[src/rtl/core/kelpd_pkg.sv]
// ----------------------------------------------------------------------------
// kelpd_pkg
// Shared constants, phase and event codes and the per-key control bundle
// for the key press / release / long-press detector.
// ----------------------------------------------------------------------------
package kelpd_pkg;

  // Default number of keys, and keys that own a bit in the tick's pin levels
  localparam int KEY_COUNT_DEF = 5;
  localparam int PIN_COUNT     = 5;

  localparam int HOLD_W   = 16;
  localparam int NUMBER_W = 3;
  localparam int EVENT_W  = 2;
  localparam int PHASE_W  = 2;

  localparam logic [HOLD_W-1:0] LONG_TICKS_RESET = 16'd1500;
  localparam logic [HOLD_W-1:0] HOLD_MAX         = '1;

  // Request kind carried in tuser
  localparam logic ACT_TICK  = 1'b0;
  localparam logic ACT_QUERY = 1'b1;

  // Key phases
  localparam logic [PHASE_W-1:0] PH_IDLE     = 2'd0;
  localparam logic [PHASE_W-1:0] PH_PRESSED  = 2'd1;
  localparam logic [PHASE_W-1:0] PH_LONGED   = 2'd2;
  localparam logic [PHASE_W-1:0] PH_RELEASED = 2'd3;

  // Pending event codes
  localparam logic [EVENT_W-1:0] EV_NONE = 2'd0;
  localparam logic [EVENT_W-1:0] EV_DOWN = 2'd1;
  localparam logic [EVENT_W-1:0] EV_UP   = 2'd2;
  localparam logic [EVENT_W-1:0] EV_LONG = 2'd3;

  // Control for one key channel in the cycle a request is processed
  typedef struct packed {
    logic tick;   // advance the phase machine with the sampled level
    logic down;   // key reads pressed on this tick
    logic clear;  // query matched, drop the pending event
  } key_ctrl_t;

endpackage

[src/rtl/core/key_event_long_press_detector_unit.sv]
// ----------------------------------------------------------------------------
// key_event_long_press_detector_unit
// Press / release / long-press event detector for a row of active-low keys.
// ----------------------------------------------------------------------------
// Usage:
//   s_axis carries requests. tuser = 0 is a one-millisecond tick whose
//   tdata[4:0] holds the sampled key levels (0 = pressed); tuser = 1 is a
//   query with key number in tdata[7:5] and event kind in tdata[9:8].
//   m_axis returns one response per request: tdata[0] is 1 when a query hit
//   the key's pending event (which is then consumed), 0 for ticks and misses.
//   cfg_we_i / cfg_wdata_i load the long-press limit while nothing is in flight.
// Timing:
//   A request is latched in an input register, evaluated against all keys in
//   parallel and its response lands in the output register once that register
//   can take it. One request per cycle is sustained while m_axis_tready is high.
// Reset and stalls:
//   Reset puts every key idle with no event pending and the limit at 1500.
//   While m_axis_tready is low the response holds; one more request is still
//   taken into the input register before s_axis_tready drops.
// ----------------------------------------------------------------------------
module key_event_long_press_detector_unit #(
  parameter int KEY_COUNT = kelpd_pkg::KEY_COUNT_DEF
) (
  input  logic        clk_i,
  input  logic        rst_ni,
  // Configuration: long-press limit
  input  logic        cfg_we_i,
  input  logic [15:0] cfg_wdata_i,
  // Request stream
  input  logic        s_axis_tvalid,
  output logic        s_axis_tready,
  input  logic [15:0] s_axis_tdata,  // pin_levels[4:0], key_number[7:5],
                                     // event_kind[9:8], zero [15:10]
  input  logic [0:0]  s_axis_tuser,  // action[0]
  // Response stream
  output logic        m_axis_tvalid,
  input  logic        m_axis_tready,
  output logic [7:0]  m_axis_tdata   // event_found[0], zero [7:1]
);

  typedef struct packed {
    logic                               action;
    logic [kelpd_pkg::PIN_COUNT-1:0]    pin_levels;
    logic [kelpd_pkg::NUMBER_W-1:0]     key_number;
    logic [kelpd_pkg::EVENT_W-1:0]      event_kind;
  } req_t;

  logic [kelpd_pkg::HOLD_W-1:0] limit_q;

  logic in_valid_q;
  req_t in_q;
  logic out_valid_q;
  logic found_q, found_d;
  logic advance;

  logic [KEY_COUNT-1:0] match;
  logic [kelpd_pkg::EVENT_W-1:0] pending [KEY_COUNT];

  // Process the held request when the output register can take its response
  assign advance       = in_valid_q && (!out_valid_q || m_axis_tready);
  assign s_axis_tready = !in_valid_q || advance;

  always_ff @(posedge clk_i or negedge rst_ni) begin
    if (!rst_ni) begin
      limit_q <= kelpd_pkg::LONG_TICKS_RESET;
    end else if (cfg_we_i) begin
      limit_q <= cfg_wdata_i;
    end
  end

  always_ff @(posedge clk_i or negedge rst_ni) begin
    if (!rst_ni) begin
      in_valid_q <= 1'b0;
    end else if (s_axis_tready) begin
      in_valid_q <= s_axis_tvalid;
    end
  end

  always_ff @(posedge clk_i) begin
    if (s_axis_tready && s_axis_tvalid) begin
      in_q.action     <= s_axis_tuser[0];
      in_q.pin_levels <= s_axis_tdata[4:0];
      in_q.key_number <= s_axis_tdata[7:5];
      in_q.event_kind <= s_axis_tdata[9:8];
    end
  end

  for (genvar k = 0; k < KEY_COUNT; k++) begin : g_key
    kelpd_pkg::key_ctrl_t ctrl;
    logic down;
    logic hit;

    if (k < kelpd_pkg::PIN_COUNT) begin : g_pin
      assign down = ~in_q.pin_levels[k];
    end else begin : g_no_pin
      assign down = 1'b0;
    end

    assign hit      = (32'(in_q.key_number) == k + 1);
    assign match[k] = (in_q.action == kelpd_pkg::ACT_QUERY) && hit &&
                      (pending[k] == in_q.event_kind);

    assign ctrl.tick  = advance && (in_q.action == kelpd_pkg::ACT_TICK);
    assign ctrl.down  = down;
    assign ctrl.clear = advance && match[k];

    kelpd_key u_key (
      .clk_i     (clk_i),
      .rst_ni    (rst_ni),
      .ctrl_i    (ctrl),
      .limit_i   (limit_q),
      .pending_o (pending[k])
    );
  end

  assign found_d = |match;

  always_ff @(posedge clk_i or negedge rst_ni) begin
    if (!rst_ni) begin
      out_valid_q <= 1'b0;
    end else if (advance) begin
      out_valid_q <= 1'b1;
    end else if (m_axis_tready) begin
      out_valid_q <= 1'b0;
    end
  end

  always_ff @(posedge clk_i) begin
    if (advance) begin
      found_q <= found_d;
    end
  end

  assign m_axis_tvalid = out_valid_q;
  assign m_axis_tdata  = {7'd0, found_q};

endmodule

[src/rtl/core/kelpd_key.sv]
// ----------------------------------------------------------------------------
// kelpd_key
// One key channel: phase machine, saturating hold counter and the single
// pending event slot.
// ----------------------------------------------------------------------------
module kelpd_key (
  input  logic                                clk_i,
  input  logic                                rst_ni,
  input  kelpd_pkg::key_ctrl_t                ctrl_i,
  input  logic [kelpd_pkg::HOLD_W-1:0]        limit_i,
  output logic [kelpd_pkg::EVENT_W-1:0]       pending_o
);

  logic [kelpd_pkg::PHASE_W-1:0] phase_q, phase_d;
  logic [kelpd_pkg::HOLD_W-1:0]  hold_q, hold_d, hold_inc;
  logic [kelpd_pkg::EVENT_W-1:0] pending_q, pending_d;

  assign hold_inc = (hold_q == kelpd_pkg::HOLD_MAX) ? hold_q
                                                    : hold_q + 1'b1;

  always_comb begin
    phase_d   = phase_q;
    hold_d    = hold_q;
    pending_d = pending_q;
    if (ctrl_i.tick) begin
      unique case (phase_q)
        kelpd_pkg::PH_IDLE: begin
          if (ctrl_i.down) begin
            phase_d   = kelpd_pkg::PH_PRESSED;
            hold_d    = '0;
            pending_d = kelpd_pkg::EV_DOWN;
          end
        end
        kelpd_pkg::PH_PRESSED: begin
          if (!ctrl_i.down) begin
            phase_d   = kelpd_pkg::PH_RELEASED;
            pending_d = kelpd_pkg::EV_UP;
          end else begin
            hold_d = hold_inc;
            // compare against the counter after this tick's increment
            if (hold_inc >= limit_i) begin
              phase_d   = kelpd_pkg::PH_LONGED;
              pending_d = kelpd_pkg::EV_LONG;
            end
          end
        end
        kelpd_pkg::PH_LONGED: begin
          if (!ctrl_i.down) begin
            phase_d   = kelpd_pkg::PH_RELEASED;
            pending_d = kelpd_pkg::EV_UP;
          end
        end
        kelpd_pkg::PH_RELEASED: begin
          if (!ctrl_i.down) begin
            phase_d = kelpd_pkg::PH_IDLE;
          end
        end
        default: begin
          phase_d = kelpd_pkg::PH_IDLE;
        end
      endcase
    end else if (ctrl_i.clear) begin
      pending_d = kelpd_pkg::EV_NONE;
    end
  end

  always_ff @(posedge clk_i or negedge rst_ni) begin
    if (!rst_ni) begin
      phase_q   <= kelpd_pkg::PH_IDLE;
      hold_q    <= '0;
      pending_q <= kelpd_pkg::EV_NONE;
    end else begin
      phase_q   <= phase_d;
      hold_q    <= hold_d;
      pending_q <= pending_d;
    end
  end

  assign pending_o = pending_q;

endmodule

[config.mk]
export PLATFORM = sky130hd
export DESIGN_NAME = key_event_long_press_detector_unit
export DESIGN_NICKNAME = d
export VERILOG_FILES = /design/src/rtl/core/kelpd_pkg.sv /design/src/rtl/core/key_event_long_press_detector_unit.sv /design/src/rtl/core/kelpd_key.sv
export SDC_FILE = /design/constraint.sdc
export NUM_CORES = 1
export LEC_CHECK = 0
export ABC_AREA = 1
export BUFFER_PORTS_ARGS = -buffer_cell sky130_fd_sc_hd__buf_2
export CAP_MARGIN = 20
export CORE_MARGIN = 8
export CORE_UTILIZATION = 40
export CTS_BUF_LIST = sky130_fd_sc_hd__clkbuf_16
export DETAILED_ROUTE_END_ITERATION = 8
export PLACE_DENSITY = 0.52
export SLEW_MARGIN = 25
export SYNTH_ARGS = -nofsm -noshare
export SYNTH_HDL_FRONTEND = slang
export SYNTH_SLANG_ARGS = --single-unit
[constraint.sdc]
create_clock -name clk_i -period 2.8 [get_ports clk_i]
set_input_delay 0.42 -clock clk_i [delete_from_list [all_inputs] [get_ports clk_i]]
set_output_delay 0.42 -clock clk_i [all_outputs]
set_load 0.02 [all_outputs]
======== Yosys cells after proc, flatten, opt, wreduce, memory -nomap -nowiden ========
Index checks and enable logic that the tools add are counted.
operators by class
  eq/ne operators ......................... 75
  bitwise gates (word level) .............. 1
  magnitude comparators ................... 5
  add/subtract/negate cells ............... 5
  reduce and logical (&&, ||, !) cells .... 54
  mux-type cells .......................... 82
operators by type and width
  cell                   number
  $mux 16                15
  $pmux 16 s2            5
  $mux 2                 50
  $add 16x1->16 const B  5
  $eq 16x16->1 const B   5
  $ge 16x16->1           5
  $reduce_and 5->1       10
  $ne 2x2->1 const B     20
  $pmux 2 s4             5
  $ne 3x3->1 const B     10
  $pmux 2 s3             5
  $reduce_bool 2->1      11
  $eq 2x2->1 const B     10
  $ne 4x1->1 const B     5
  $ne 4x3->1 const B     5
  $reduce_and 4->1       5
  $logic_and 1x1->1      18
  $ne 3x2->1 const B     5
  $eq 2x1->1 const B     5
  $eq 2x2->1             5
  $logic_not 2->1        5
  $eq 3x2->1 const B     2
  $eq 3x3->1 const B     2
  $reduce_or 5->1        1
  5 further kinds        8
word-level totals
  register bits after elaboration ......... 130
  input port bits ......................... 38
  output and inout bits ................... 10

======== Logic depth before layout (Yosys ltp) ========
  depth in word-level cells ............... 7
  mapped depth ............................ 23

======== Cells and area by module ========
From an unflattened synthesis, not the netlist that was laid out.
unflattened totals
  cell total of the unflattened synthesis .. 1439
  area, all modules ....................... 10606.4 um^2
modules (own cells, without submodules)
  module                              area an instance (um^2)  cells each  instances  sequential area each (um^2)
  kelpd_key at g_key[0].u_key ...     1824.2                   261         4          500.5
  kelpd_key at g_key[4].u_key         1843.0                   262         1          500.5
  key_event_long_press_detector_unit  1466.4                   133         1          819.5

======== Worst setup path before layout ========
No wires, ideal clock.
  kind .................................... reg2reg
  start point ............................. register g_key[2].u_key.hold_q[0] in the netlist's numbering
  end point ............................... register g_key[2].u_key.phase_q[1] in the netlist's numbering
  cell stages (with the launch flop) ...... 17
  arrival ................................. 2.331 ns
  clock period less this slack ............ 2.453 ns
  setup slack ............................. 0.347 ns
  required time ........................... 2.678 ns
  library setup time ...................... 0.122 ns
  cell sequence ........................... dfrtp_1 > ha_1 > nand2_1 > nor3_2 > nand3_2 > nor2_4 > inv_1 > o21ai_0 > inv_1 > ha_1 > nand2_1 > nor4_1 > nand2_1 > nand2_1 > nand2_1 > nor2_1 > a21oi_1
on the way
  longest elaborated chain between the ends .. 5
  elaborated cells on any way between the ends .. 6
ends and longest elaborated chain
  item                                                  RTL line                          RTL
  from (decl)                                           kelpd_key.sv:15                   logic [kelpd_pkg::HOLD_W-1:0] hold_q, hold_d, hold_inc;
  from (signal assigned)                                kelpd_key.sv:74                   hold_q <= hold_d;
  $add 16x1->16 / $eq 16x16->1 (equally long branches)  kelpd_key.sv:19, kelpd_key.sv:18
  $mux 16 *                                             kelpd_key.sv:18                   assign hold_inc = (hold_q == kelpd_pkg::HOLD_MAX) ? hold_q
  $ge 16x16->1 *                                        kelpd_key.sv:41                   if (hold_inc >= limit_i) begin
  $ne 3x2->1 (no source line) *                         -
  $reduce_and 5->1 (no source line) *                   -
  to (signal assigned)                                  kelpd_key.sv:69                   phase_q <= kelpd_pkg::PH_IDLE;
  to (signal assigned)                                  kelpd_key.sv:73                   phase_q <= phase_d;
  to (decl)                                             kelpd_key.sv:14                   logic [kelpd_pkg::PHASE_W-1:0] phase_q, phase_d;
Every way passes the cells marked *; elsewhere a longest branch is shown, timed or not.
A chain may end at the register's enable or synchronous reset.

======== Final worst setup path ========
  start point ............................. register g_key[4].u_key.hold_q[0] in the netlist's numbering
  end point ............................... register g_key[4].u_key.pending_q, in the netlist g_key[4].u_key.pending_o[0]
on the way
  longest elaborated chain between the ends .. 5
  elaborated cells on any way between the ends .. 6
ends and longest elaborated chain
  item                                                  RTL line                          RTL
  from (decl)                                           kelpd_key.sv:15
  from (signal assigned)                                kelpd_key.sv:74
  $add 16x1->16 / $eq 16x16->1 (equally long branches)  kelpd_key.sv:19, kelpd_key.sv:18
  $mux 16 *                                             kelpd_key.sv:18
  $ge 16x16->1 *                                        kelpd_key.sv:41
  $ne 4x3->1 (no source line) *                         -
  $reduce_and 5->1 (no source line) *                   -
  to (signal assigned)                                  kelpd_key.sv:71                   pending_q <= kelpd_pkg::EV_NONE;
  to (signal assigned)                                  kelpd_key.sv:75                   pending_q <= pending_d;
  to (decl)                                             kelpd_key.sv:16                   logic [kelpd_pkg::EVENT_W-1:0] pending_q, pending_d;
Marks and branches as above.

==> results.toml <==
[status]
outcome = "complete, no violations"

[clock_network]
cts.sinks = 130
clkLatencyLatePin_ns = 0.43
cts_hold_buf = 0
clock_path_buffers = 2
path_clk_slew_ns = 0.06
htreeDepth = 4
cts_tree = "done"
clockRootBuffer = "clkbuf_16"
cts_buffers = 17

[die]
die_area_mm2 = 0.0301
io_pins = 48
fp.dieW_um = 173
initial_core_util = 0.408
core_mm2 = 0.0243
die_y_um = 173
rows = 57

[worst_setup_path]
slowest_stage = "dfrtp_1"
crit_path_end_kind = "register"
crit_top_cell = "nand2_2"
r2r-start = "g_key[4].u_key.hold_q[0]$_DFFE_PN0P_"
worst_setup_path_start_kind = "register"
slowest_delay_ns = 0.39
crit_chain = "ha_2 -> nand2_2 -> inv_2 -> nand4_1 -> nor2_4 -> nand3_4 -> xor2_2 -> ha_4 -> nand4_1 -> nor2_1 -> nor2_1 -> nand2_2 -> nand2_2 -> nand2_2 -> nand2_2 -> nand2_2 -> nand2_2 -> nand2_1 -> nand2_1"
critical_path_class = "reg2reg"
cp.required_ns = 3.11
cp.arrival_ns = 2.94
crit_path_max_fanout = 4
startpoint = "g_key[4].u_key.hold_q[0]$_DFFE_PN0P_"

[drt]
drcViolationCount = 0
final_antenna_net_count = 0
wl_per_cell_um = 14.5
drt-total-wl_um = 25400
firstDrtPassIters = 6
via_count = 8592
viasPerCell = 4.90
drtIter0Drc = 488

[placement]
hpwl_um = 18200
placed_area_mm2 = 0.0105
place_congestion = 0.810
post-place-ws_ns = 0.0275
port-buffer-count = 34

[power_and_ir_drop]
p_leak_nw = 6.02
ir_worst_vdd_mv = 0.340
power_density_mw_per_mm2 = 801

[sta]
hold_viol_final = 0
rsz0062_at_grt = "true"
setup_viol = 0
tightest_slew_ns = 0.738
finClkSkew_ns = 0.0108
fin_crit_sh = 0.939
fmax_mhz = 381
tns_ns = 0
fin_hold_ws_ns = 0.0538
slew-limit-headroom = 0.508
period_needed_ns = 2.63
slew_violations = 0
timing.final.ws_setup_ns = 0.172

[logic_synthesis]
yosys.area.top_type = "dfrtp_1"
postSynthCellCount = 1337
ys.flop_type = "dfrtp_1"
ys_seq_elements = 130
synth_top_area_frac = 0.280
async_flop_share = 0.908
avgSynthCellArea_um2 = 7.41
synth-edff-count = 12
synth_area_leaders = "dfrtp_1, nand2_1, ha_1"
ys_warn_count = 0
synthesis.area_mm2 = 0.00991
synth-seq-area-share = 0.335
yosysUniqueCellTypes = 52

[layout]
regArea_mm2 = 0.00333
fin_area_mm2 = 0.0118
final_net_count = 1559
drive_gt1_frac = 0.195
antenna_cells = 0
multiInputGateArea_mm2 = 0.00621
syn2layout_area_growth_pct = 18.8
n_fill_cell = 2408
finish.utilization = 0.484

[global_route]
grt_first_pass_wirelength_um = 42100
antenna_found_initial = 0
grt_usage = 0.172
gr-total-overflow = 0
grt_pass1_vias = 8377
grt_max_degree = 119

[min_path]
hold_path.class = "in2async"

[job]
maxCapViolCount = 0
[synth_stat cells, drive strengths merged (2+ instances only)]
| library cell | instances |
|---|---|
| o21a | 5 |
| nand3b | 4 |
| nor2 | 100 |
| o22ai | 8 |
| nor3 | 27 |
| o21ai | 108 |
| or2 | 7 |
| nor4 | 7 |
| nand4 | 21 |
| dfstp | 7 |
| a211oi | 2 |
| a31oi | 2 |
| o21bai | 2 |
| xnor2 | 5 |
| and2 | 4 |
| nand2 | 417 |
| inv | 188 |
| o2111ai | 2 |
| a21o | 3 |
| buf | 20 |
| clkbuf | 7 |
| a21oi | 39 |
| nand3 | 66 |
| xor2 | 44 |
| dfrtp | 111 |
| ha | 105 |
| edfxtp | 12 |
| a22o | 8 |
[final cells by class]
cell class                 instances  share of cell area
timing repair buffer              81              0.0457
clock inverter                    15              0.0131
multi-input combinational        998               0.527
inverter                         188              0.0606
tap                              324              0.0344
clock buffer                      17              0.0361
sequential                       130               0.283
[worst max-delay path, delay by kind of cell (launching register included)]
kind / cells / cell delay [ns]
flip-flops: 1 / 0.39
AND/OR/NAND/NOR: 15 / 1.34
XOR/XNOR: 1 / 0.22
adder cells (fa/ha/maj): 2 / 0.49
buffers and inverters: 1 / 0.06
[sequential cells by signal (all words and copies together), names as in the netlist]
register / count
m_axis_tvalid: 1
g_key.u_key.phase_q: 10
found_q: 1
g_key.u_key.pending_o: 10
in_q: 11
limit_q: 16
in_valid_q: 1
g_key.u_key.hold_q: 80
[cells in the final DEF (no fill, tap or decap), drive strengths merged, types with 12 or more instances in the layout]
cell type,synthesis,routed
o21ai,108,108
inv,188,193
nand3,66,66
edfxtp,12,12
clkbuf,7,17
ha,105,105
nand4,21,21
nor3,27,27
buf,20,81
nor2,100,100
xor2,44,44
a21oi,39,39
dfrtp,111,111
nand2,417,417
[per-stage QoR]
stage          std cells  power [mW]
3_5_place_dp        1697        6.74
4_1_cts             1729        9.04
6_report            1753        9.43
5_1_grt             1753        10.3
3_3_place_gp        1697        6.68
2_1_floorplan       1343        5.80
[report_power, final]
| group | internal (mW) | switching (mW) | total, mW |
|---|---|---|---|
| registers | 2.50 | 0.582 | 3.08 |
| logic | 1.64 | 2.47 | 4.10 |
| clock network | 1.38 | 0.874 | 2.25 |
[path summary, 6_finish.rpt]
path | endpoint | slack, ns | cells after the start
setup / recovery | g_key[4].u_key.pending_o[0]$_DFFE_PN0P_ | 0.17 | 19
hold / removal | g_key[3].u_key.hold_q[10]$_DFFE_PN0P_ | 0.05 | 2
setup reg to reg | g_key[4].u_key.pending_o[0]$_DFFE_PN0P_ | 0.17 | 19
hold reg to reg | g_key[4].u_key.pending_o[1]$_DFFE_PN0P_ | 0.50 | 2
max in group asynchronous | g_key[2].u_key.hold_q[2]$_DFFE_PN0P_ | 2.12 | 2
min in group clk_i | in_q[5]$_DFFE_PP_ | 0.17 | 1
[logic make-up (layout without fill, tap and decap cells)]
logic type / count (synthesis) / after routing / share of synthesized area
flip-flops: 130 / 130 / 0.335
adder cells (fa/ha/maj): 105 / 105 / 0.133
buffers and inverters: 215 / 301 / 0.0884
AND/OR/NAND/NOR: 653 / 653 / 0.295
XOR/XNOR: 49 / 49 / 0.0433
other: 1 / 7 / 0.000378
AO/OA/AOI/OAI: 183 / 183 / 0.104
multiplexers: 1 / 1 / 0.00114
[timing repair]
item | CTS | global route
setup buffers | 0 | 24
cloned | 0 | 0
resized for setup | 1 | 132
hold endpoints to repair | 0 | 0
pin swaps | 0 | 52
endpoints found under the setup margin | 1 | 20
[metal layers]
layer / routed length (um) / share of wire / vias up / track usage
met1: 12700 / 0.50 / 3957 / 0.239
met2: 11100 / 0.44 / 144 / 0.269
met4: 410 / 0.016 / 0 / 0.0464
met5: 0 / 0 / - / 0
li1: - / - / 4465 / -
met3: 1230 / 0.048 / 26 / 0.0327
Power figures use the tool's default switching activity.
